## src/hw/rtl/hgc_pkg.sv

```systemverilog
// hgc_pkg: widths, register indexes and reset values of the height to gradient color block
// used by the interfaces, the cells, the blend stage and the top level
package hgc_pkg;

    localparam int HEIGHT_W  = 16;
    localparam int COLOR_W   = 32;
    localparam int CHAN_W    = 8;
    localparam int NUM_CHAN  = COLOR_W / CHAN_W;
    localparam int CFG_IDX_W = 3;
    localparam int CFG_DAT_W = 32;

    typedef logic [CFG_IDX_W-1:0] t_cfg_idx;

    localparam t_cfg_idx CFG_HEIGHT_LOW  = 3'd0;
    localparam t_cfg_idx CFG_HEIGHT_HIGH = 3'd1;
    localparam t_cfg_idx CFG_START_COLOR = 3'd2;
    localparam t_cfg_idx CFG_END_COLOR   = 3'd3;

    localparam logic [COLOR_W-1:0] START_COLOR_RST = 32'h0000_00FF;
    localparam logic [COLOR_W-1:0] END_COLOR_RST   = 32'h00FF_0000;

    // one division item as it moves down the row of cells
    typedef struct packed {
        logic [HEIGHT_W-1:0] rem;
        logic [HEIGHT_W-1:0] den;
    } t_div_item;

endpackage

```

## src/hw/rtl/hgc_height_if.sv

```systemverilog
// hgc_height_if: valid/ready channel carrying one signed height sample
// depends on hgc_pkg for the field width
interface hgc_height_if;
    logic                                 valid;
    logic                                 ready;
    logic signed [hgc_pkg::HEIGHT_W-1:0]  height;

    modport source (output valid, output height, input ready);
    modport sink   (input valid, input height, output ready);
endinterface

```

## src/hw/rtl/hgc_color_if.sv

```systemverilog
// hgc_color_if: valid/ready channel carrying one packed T,R,G,B color
// depends on hgc_pkg for the field width
interface hgc_color_if;
    logic                          valid;
    logic                          ready;
    logic [hgc_pkg::COLOR_W-1:0]   color;

    modport source (output valid, output color, input ready);
    modport sink   (input valid, input color, output ready);
endinterface

```

## src/hw/rtl/hgc_div_cell.sv

```systemverilog
// hgc_div_cell: one restoring division cell, yields one fraction bit per item
// depends on hgc_pkg for the division item type
module hgc_div_cell #(
    parameter int Q_W = 17
) (
    input  logic                i_clk,
    input  logic                i_rst_n,
    input  logic                i_en,
    input  logic                i_valid,
    input  hgc_pkg::t_div_item  i_item,
    input  logic [Q_W-1:0]      i_q,
    output logic                o_valid,
    output hgc_pkg::t_div_item  o_item,
    output logic [Q_W-1:0]      o_q
);

    logic                      r_valid;
    hgc_pkg::t_div_item        r_item;
    logic [Q_W-1:0]            r_q;

    logic [hgc_pkg::HEIGHT_W:0] w_sh;
    logic [hgc_pkg::HEIGHT_W:0] w_diff;
    logic                       w_ge;
    hgc_pkg::t_div_item         n_item;

    // remainder stays below den, so the shifted value fits one extra bit
    always_comb begin
        w_sh   = {i_item.rem, 1'b0};
        w_diff = w_sh - {1'b0, i_item.den};
        w_ge   = (w_sh >= {1'b0, i_item.den});
        n_item.den = i_item.den;
        n_item.rem = w_ge ? w_diff[hgc_pkg::HEIGHT_W-1:0] : w_sh[hgc_pkg::HEIGHT_W-1:0];
    end

    always_ff @(posedge i_clk) begin
        if (!i_rst_n) begin
            r_valid <= 1'b0;
        end else if (i_en) begin
            r_valid <= i_valid;
        end
    end

    always_ff @(posedge i_clk) begin
        if (i_en) begin
            r_item <= n_item;
            r_q    <= {i_q[Q_W-2:0], w_ge};
        end
    end

    assign o_valid = r_valid;
    assign o_item  = r_item;
    assign o_q     = r_q;

endmodule

```

## src/hw/rtl/hgc_blend.sv

```systemverilog
// hgc_blend: per-channel weighting of start and end color by the fraction p
// depends on hgc_pkg for color and channel widths
module hgc_blend #(
    parameter int FRAC_BITS = 16
) (
    input  logic                          i_clk,
    input  logic                          i_rst_n,
    input  logic                          i_en,
    input  logic                          i_valid,
    input  logic [FRAC_BITS:0]            i_p,
    input  logic [hgc_pkg::COLOR_W-1:0]   i_start,
    input  logic [hgc_pkg::COLOR_W-1:0]   i_end,
    output logic                          o_valid,
    output logic [hgc_pkg::COLOR_W-1:0]   o_color
);

    localparam int CW     = hgc_pkg::CHAN_W;
    localparam int PROD_W = FRAC_BITS + CW + 3;

    logic                     r_valid;
    logic signed [PROD_W-1:0] r_prod [hgc_pkg::NUM_CHAN];
    logic signed [PROD_W-1:0] n_prod [hgc_pkg::NUM_CHAN];
    logic signed [PROD_W-1:0] w_sum  [hgc_pkg::NUM_CHAN];

    // e*p + s*(one-p) = s*one + (e-s)*p
    always_comb begin
        for (int c = 0; c < hgc_pkg::NUM_CHAN; c++) begin
            logic signed [CW:0]        d;
            logic signed [FRAC_BITS+1:0] ps;
            d  = $signed({1'b0, i_end[c*CW +: CW]}) - $signed({1'b0, i_start[c*CW +: CW]});
            ps = $signed({1'b0, i_p});
            n_prod[c] = PROD_W'(d * ps);
        end
    end

    always_comb begin
        for (int c = 0; c < hgc_pkg::NUM_CHAN; c++) begin
            w_sum[c] = r_prod[c] + $signed(PROD_W'({i_start[c*CW +: CW], {FRAC_BITS{1'b0}}}));
            o_color[c*CW +: CW] = w_sum[c][FRAC_BITS +: CW];
        end
    end

    always_ff @(posedge i_clk) begin
        if (!i_rst_n) begin
            r_valid <= 1'b0;
        end else if (i_en) begin
            r_valid <= i_valid;
        end
    end

    always_ff @(posedge i_clk) begin
        if (i_en) begin
            r_prod <= n_prod;
        end
    end

    assign o_valid = r_valid;

endmodule

```

## src/hw/rtl/height_to_gradient_color.sv

```systemverilog
// height_to_gradient_color: maps a signed height to a color on a linear start/end gradient
// depends on hgc_pkg, hgc_height_if, hgc_color_if, hgc_div_cell and hgc_blend
//
//   port     dir  payload                handshake
//   i_hgt    in   height  16 bit signed  valid/ready, transfer on valid & ready
//   o_col    out  color   32 bit         valid/ready, transfer on valid & ready
//   i_cfg_*  in   index 3 bit, data 32   write when i_cfg_we high, no wait
//
// one height per cycle while the pipeline is not stalled; registers in order: a clamp stage, one division
// cell per fraction bit, a multiply stage and the output register
// i_hgt.ready falls only when the output register and the skid stage are both full;
// the whole pipeline then holds until o_col takes a color
// synchronous active-low reset clears valids and loads the register reset values
module height_to_gradient_color #(
    parameter int FRAC_BITS = 16
) (
    input  logic                             i_clk,
    input  logic                             i_rst_n,
    hgc_height_if.sink                       i_hgt,
    hgc_color_if.source                      o_col,
    input  logic                             i_cfg_we,
    input  hgc_pkg::t_cfg_idx                i_cfg_idx,
    input  logic [hgc_pkg::CFG_DAT_W-1:0]    i_cfg_data
);

    localparam int HW  = hgc_pkg::HEIGHT_W;
    localparam int CW  = hgc_pkg::COLOR_W;
    localparam int Q_W = FRAC_BITS + 1;

    logic signed [HW-1:0] r_lo;
    logic signed [HW-1:0] r_hi;
    logic [CW-1:0]        r_start;
    logic [CW-1:0]        r_end;

    logic                 w_en;

    // configuration
    always_ff @(posedge i_clk) begin
        if (!i_rst_n) begin
            r_lo    <= '0;
            r_hi    <= '0;
            r_start <= hgc_pkg::START_COLOR_RST;
            r_end   <= hgc_pkg::END_COLOR_RST;
        end else if (i_cfg_we) begin
            unique case (i_cfg_idx)
                hgc_pkg::CFG_HEIGHT_LOW:  r_lo    <= i_cfg_data[HW-1:0];
                hgc_pkg::CFG_HEIGHT_HIGH: r_hi    <= i_cfg_data[HW-1:0];
                hgc_pkg::CFG_START_COLOR: r_start <= i_cfg_data[CW-1:0];
                hgc_pkg::CFG_END_COLOR:   r_end   <= i_cfg_data[CW-1:0];
                default: ;
            endcase
        end
    end

    // clamp stage: distances from the low end, integer bit of the fraction
    logic signed [HW-1:0] w_rmin, w_rmax, w_zc;
    logic signed [HW:0]   w_num, w_den;
    logic                 w_empty, w_top;
    hgc_pkg::t_div_item   n_f_item;
    logic [Q_W-1:0]       n_f_q;

    always_comb begin
        w_empty = (r_lo == r_hi);
        w_rmin  = (r_lo < r_hi) ? r_lo : r_hi;
        w_rmax  = (r_lo < r_hi) ? r_hi : r_lo;
        w_zc    = i_hgt.height;
        if (w_zc < w_rmin) begin
            w_zc = w_rmin;
        end
        if (w_zc > w_rmax) begin
            w_zc = w_rmax;
        end
        w_num = (w_zc >= r_lo) ? ({w_zc[HW-1], w_zc} - {r_lo[HW-1], r_lo})
                               : ({r_lo[HW-1], r_lo} - {w_zc[HW-1], w_zc});
        w_den = (r_hi > r_lo)  ? ({r_hi[HW-1], r_hi} - {r_lo[HW-1], r_lo})
                               : ({r_lo[HW-1], r_lo} - {r_hi[HW-1], r_hi});
        w_top = (w_zc == r_hi);
        // empty range: 0/1 with the integer bit set gives p = one, i.e. end color
        if (w_empty) begin
            n_f_item.rem = '0;
            n_f_item.den = HW'(1);
            n_f_q        = Q_W'(1);
        end else begin
            n_f_item.rem = w_top ? '0 : w_num[HW-1:0];
            n_f_item.den = w_den[HW-1:0];
            n_f_q        = {{(Q_W-1){1'b0}}, w_top};
        end
    end

    logic               r_f_v;
    hgc_pkg::t_div_item r_f_item;
    logic [Q_W-1:0]     r_f_q;

    always_ff @(posedge i_clk) begin
        if (!i_rst_n) begin
            r_f_v <= 1'b0;
        end else if (w_en) begin
            r_f_v <= i_hgt.valid;
        end
    end

    always_ff @(posedge i_clk) begin
        if (w_en) begin
            r_f_item <= n_f_item;
            r_f_q    <= n_f_q;
        end
    end

    // row of division cells, one fraction bit each
    logic               w_v    [FRAC_BITS+1];
    hgc_pkg::t_div_item w_item [FRAC_BITS+1];
    logic [Q_W-1:0]     w_q    [FRAC_BITS+1];

    assign w_v[0]    = r_f_v;
    assign w_item[0] = r_f_item;
    assign w_q[0]    = r_f_q;

    for (genvar g = 0; g < FRAC_BITS; g++) begin : g_cell
        hgc_div_cell #(
            .Q_W (Q_W)
        ) u_cell (
            .i_clk   (i_clk),
            .i_rst_n (i_rst_n),
            .i_en    (w_en),
            .i_valid (w_v[g]),
            .i_item  (w_item[g]),
            .i_q     (w_q[g]),
            .o_valid (w_v[g+1]),
            .o_item  (w_item[g+1]),
            .o_q     (w_q[g+1])
        );
    end

    logic          w_b_v;
    logic [CW-1:0] w_b_color;

    hgc_blend #(
        .FRAC_BITS (FRAC_BITS)
    ) u_blend (
        .i_clk   (i_clk),
        .i_rst_n (i_rst_n),
        .i_en    (w_en),
        .i_valid (w_v[FRAC_BITS]),
        .i_p     (w_q[FRAC_BITS]),
        .i_start (r_start),
        .i_end   (r_end),
        .o_valid (w_b_v),
        .o_color (w_b_color)
    );

    // output register with skid stage
    logic          r_out_v, r_skid_v;
    logic [CW-1:0] r_out_color, r_skid_color;

    assign w_en        = !r_skid_v;
    assign i_hgt.ready = w_en;
    assign o_col.valid = r_out_v;
    assign o_col.color = r_out_color;

    always_ff @(posedge i_clk) begin
        if (!i_rst_n) begin
            r_out_v  <= 1'b0;
            r_skid_v <= 1'b0;
        end else if (r_skid_v) begin
            if (o_col.ready) begin
                r_out_color <= r_skid_color;
                r_skid_v    <= 1'b0;
            end
        end else if (w_b_v) begin
            if (!r_out_v || o_col.ready) begin
                r_out_v     <= 1'b1;
                r_out_color <= w_b_color;
            end else begin
                r_skid_v     <= 1'b1;
                r_skid_color <= w_b_color;
            end
        end else if (o_col.ready) begin
            r_out_v <= 1'b0;
        end
    end

endmodule

```

## src/flat_wrapper.sv

```systemverilog
// flat-port wrapper written by rule: the top's interface ports become plain ports
module height_to_gradient_color_flat 
#(
    parameter int FRAC_BITS = 16
)
  (i_clk, i_rst_n, i_cfg_we, i_cfg_idx, i_cfg_data, i_hgt_valid, i_hgt_height, i_hgt_ready, o_col_valid, o_col_color, o_col_ready);
  hgc_height_if i_hgt_i ();
  hgc_color_if o_col_i ();
  input  logic i_clk;
  input  logic i_rst_n;
  input  logic i_cfg_we;
  input  hgc_pkg::t_cfg_idx i_cfg_idx;
  input  logic [hgc_pkg::CFG_DAT_W-1:0] i_cfg_data;
  input wire logic [$bits(i_hgt_i.valid)-1:0] i_hgt_valid;
  input wire logic [$bits(i_hgt_i.height)-1:0] i_hgt_height;
  output wire logic [$bits(i_hgt_i.ready)-1:0] i_hgt_ready;
  output wire logic [$bits(o_col_i.valid)-1:0] o_col_valid;
  output wire logic [$bits(o_col_i.color)-1:0] o_col_color;
  input wire logic [$bits(o_col_i.ready)-1:0] o_col_ready;
  assign i_hgt_i.valid = i_hgt_valid;
  assign i_hgt_i.height = i_hgt_height;
  assign i_hgt_ready = i_hgt_i.ready;
  assign o_col_valid = o_col_i.valid;
  assign o_col_color = o_col_i.color;
  assign o_col_i.ready = o_col_ready;
  height_to_gradient_color #(.FRAC_BITS(FRAC_BITS)) u_core (.i_clk(i_clk), .i_rst_n(i_rst_n), .i_hgt(i_hgt_i), .o_col(o_col_i), .i_cfg_we(i_cfg_we), .i_cfg_idx(i_cfg_idx), .i_cfg_data(i_cfg_data));
endmodule
```

## config.mk

```make
export PLATFORM = sky130hd
export DESIGN_NAME = height_to_gradient_color_flat
export DESIGN_NICKNAME = d
export VERILOG_FILES = /design/src/hw/rtl/hgc_pkg.sv /design/src/hw/rtl/hgc_height_if.sv /design/src/hw/rtl/hgc_color_if.sv /design/src/hw/rtl/hgc_div_cell.sv /design/src/hw/rtl/hgc_blend.sv /design/src/hw/rtl/height_to_gradient_color.sv /design/src/flat_wrapper.sv
export SDC_FILE = /design/constraint.sdc
export NUM_CORES = 2
export LEC_CHECK = 0
export ABC_CLOCK_PERIOD_IN_PS = 25000
export CAP_MARGIN = 20
export CORE_UTILIZATION = 54
export DETAILED_ROUTE_END_ITERATION = 16
export DONT_BUFFER_PORTS = 1
export PLACE_DENSITY = 0.69
export SYNTH_ARGS = -nofsm -noshare
export SYNTH_HDL_FRONTEND = slang
export SYNTH_SLANG_ARGS = --single-unit
```

## constraint.sdc

```tcl
create_clock -name i_clk -period 25 [get_ports i_clk]
set_input_delay 2.5 -clock i_clk [delete_from_list [all_inputs] [get_ports i_clk]]
set_output_delay 2.5 -clock i_clk [all_outputs]
set_load 0.01 [all_outputs]
```

==> impl_metrics.yaml <==
clock_tree:
  ctsHtreeMaxLevel: 3
  cts_sinks: 877
  clk_pin_slew_worst_paths_ns: 0.06
  hold_buffers: 0
  cts_setup_buffers: 0
  clkLatencyLatePin_ns: 0.68
  cts_tree: "yes"
  post_cts_resized: 0
  clockRootBuffer: "clkbuf_16"
  clockBufferDepth: 3
  numCtsBuffers: 95
timing:
  tightest_slew_ns: 1.05
  slew_headroom_pct: 30.3
  setup_tns_ns: 0
  rsz0062_at_grt: "false"
  setup_violations: 0
  fin_crit_ns: 12.92
  drv_slew: 0
  fmax_ghz: 0.0774
  finalHoldViolations: 0
  skew_ns: 0.0285
  fin_crit_sh_pct: 51.7
synthesis:
  yosys-top-cells-area: "edfxtp_1 (35%), fa_1 (14%), ha_1 (12%)"
  yosys.area.top_type: "edfxtp_1"
  ys_seq_area_share_pct: 38.2
  netlist_area_mm2: 0.0660
  synthArstFlopShare_pct: 0
  synth_edf_count: 761
  synth-warning-count: 0
  syn_inst: 6315
  synth_ff_type: "edfxtp_1"
  ys_types: 81
  syn_nets: 7430
  netlist.area_leader.share_pct: 34.6
  synth.avg_cell_area_um2: 10.4
  ys_ff_latch: 877
floorplan:
  placementRows: 127
  die_width_um: 352
  initial_core_util_pct: 54.7
  core_mm2: 0.121
  pin_count: 90
  fp.dieH_um: 352
  die_area_mm2: 0.124
layout:
  area_delta_synth_final_pct: 7.63
  final_common_cell: "inv_1"
  fin_util_pct: 58.9
  antennaDiodeCount: 0
  layout_common_cells: "inv_1 (873), edfxtp_1 (761), nand2_1 (705), ha_1 (612), fa_1 (447)"
  layout.nets: 7403
  stdcell_area_mm2: 0.0710
  final_cells: 7978
  drive_above_1_share_pct: 7.63
route:
  via_count: 44400
  wl_per_cell_um: 18.5
  drc: 0
  drt_pre_antenna_iters: 6
  via_per_inst: 5.57
  wirelength_um: 148000
  antenna_left: 0
  first_iter_violations: 2847
critical_path:
  crit_type: "reg2reg"
  crit_path_frequent_cell: "a21o_1"
  worst_ep_arrival_time_ns: 13.34
  max_stage_delay_ns: 0.84
  cpMaxStageDelayCell: "a22o_1"
  critical_path.max_fanout: 36
  worstPathRequired_ns: 25.42
  end_kind: "flip-flop"
  startpoint_type: "flip-flop"
  rrSetupSlack_ns: 12.08
global_routing:
  grt_max_degree: 184
  grt_pass1_wl_um: 241000
  globalRouteTotalUtil_pct: 24.6
  antenna_found_initial: 0
  grt_pass1_vias: 45300
  grt_overflow: 0
hold_path:
  hold_path.class: "reg2reg"
placed_design:
  post-place-cells: 7803
  routabilityCongestion: 0.988
  hpwl_um: 109000
  post_dp_cell_area_mm2: 0.0679
  numPortBuffers: 0
job:
  maxCapViolations: 0
outcome:
  status: "finished clean"
-- through the flow --
stage                     hold WS (ns)  setup slack [ns]
after CTS                        0.409             12.30
after detailed placement         0.405             12.39
after floorplan                  0.400              2.82
after global routing             0.414             11.15
final                            0.407             12.08
after global placement           0.400             12.41
-- final cells by class --
type                            instances  area, µm²
Tap cell                             1612       2020
Inverter                              875       3290
Fill cell                           10100      49600
Clock inverter                         54        557
Sequential cell                       877      25200
Clock buffer                          121       2590
Multi-Input combinational cell       4369      36800
Timing Repair Buffer                   70        563
-- critical path, delay by kind of cell, from the launching register on --
family	cells	cell delay (ns)
AO/OA/AOI/OAI	24	6.50
buffers and inverters	5	1.82
XOR/XNOR	1	0.18
multiplexers	1	0.43
AND/OR/NAND/NOR	7	1.56
adder cells (fa/ha/maj)	4	1.50
flip-flops	1	0.63
-- worst paths after layout --
check,cells past startpoint,endpoint,start
max,42,u_core.r_f_item[30]$_SDFFCE_PP0N_,u_core.r_lo[1]$_SDFFE_PN0P_
min,0,u_core.g_cell[6].u_cell.o_q[1]$_DFFE_PN_,u_core.g_cell[5].u_cell.o_q[0]$_DFFE_PN_
max reg2reg,42,u_core.r_f_item[30]$_SDFFCE_PP0N_,u_core.r_lo[1]$_SDFFE_PN0P_
min reg2reg,0,u_core.g_cell[6].u_cell.o_q[1]$_DFFE_PN_,u_core.g_cell[5].u_cell.o_q[0]$_DFFE_PN_
-- synthesized netlist by cell type (all sizes together) (25+ instances only) --
library cell and number:
a21boi 93, a21o 83, a21oi 304, and2 211, buf 28, clkbuf 166
dfxtp 116, edfxtp 761, fa 447, ha 612, inv 873, mux2 164
mux2i 67, nand2 706, nand2b 99, nand3 105, nand4 63, nor2 327
nor2b 86, nor3 86, o21a 67, o21ai 136, o21bai 27, o41ai 25
or2 69, xnor2 225, xor2 104
-- cell families after synthesis --
group           share of synthesized area [%]
compound gates                           9.14
xor+xnor                                 4.37
fa+ha+maj                                25.2
buf+inv                                  6.14
flops                                    38.2
mux                                      3.82
simple gates                             13.2
-- per-layer routing --
| layer | vias to the layer above | GRT usage (%) | share of wire, % |
|---|---|---|---|
| li1 | 21300 | - | - |
| met1 | 21800 | 32.5 | 44 |
| met2 | 1086 | 41.5 | 48 |
| met3 | 289 | 4.20 | 5.7 |
| met4 | 0 | 7.29 | 2.9 |
| met5 | - | 0 | 0 |
-- registers in the layout, summed over array words and instances, names as in the netlist --
signal and count:
u_core.g_cell.u_cell.o_valid 16, u_core.r_f_v 1, u_core.r_f_q 1, u_core.r_hi 16, u_core.o_col.color 32, u_core.r_skid_color 32, u_core.r_skid_v 1, u_core.g_cell.u_cell.o_q 152
u_core.r_start 32, u_core.r_f_item 32, u_core.r_lo 16, u_core.u_blend.r_prod 32, u_core.g_cell.u_cell.o_item 480, u_core.r_end 32, u_core.o_col.valid 1, u_core.u_blend.o_valid 1
Power is left out: the tool's default activity adds up to more than one toggle a clock period on the data nets, which glitch-free logic cannot reach.
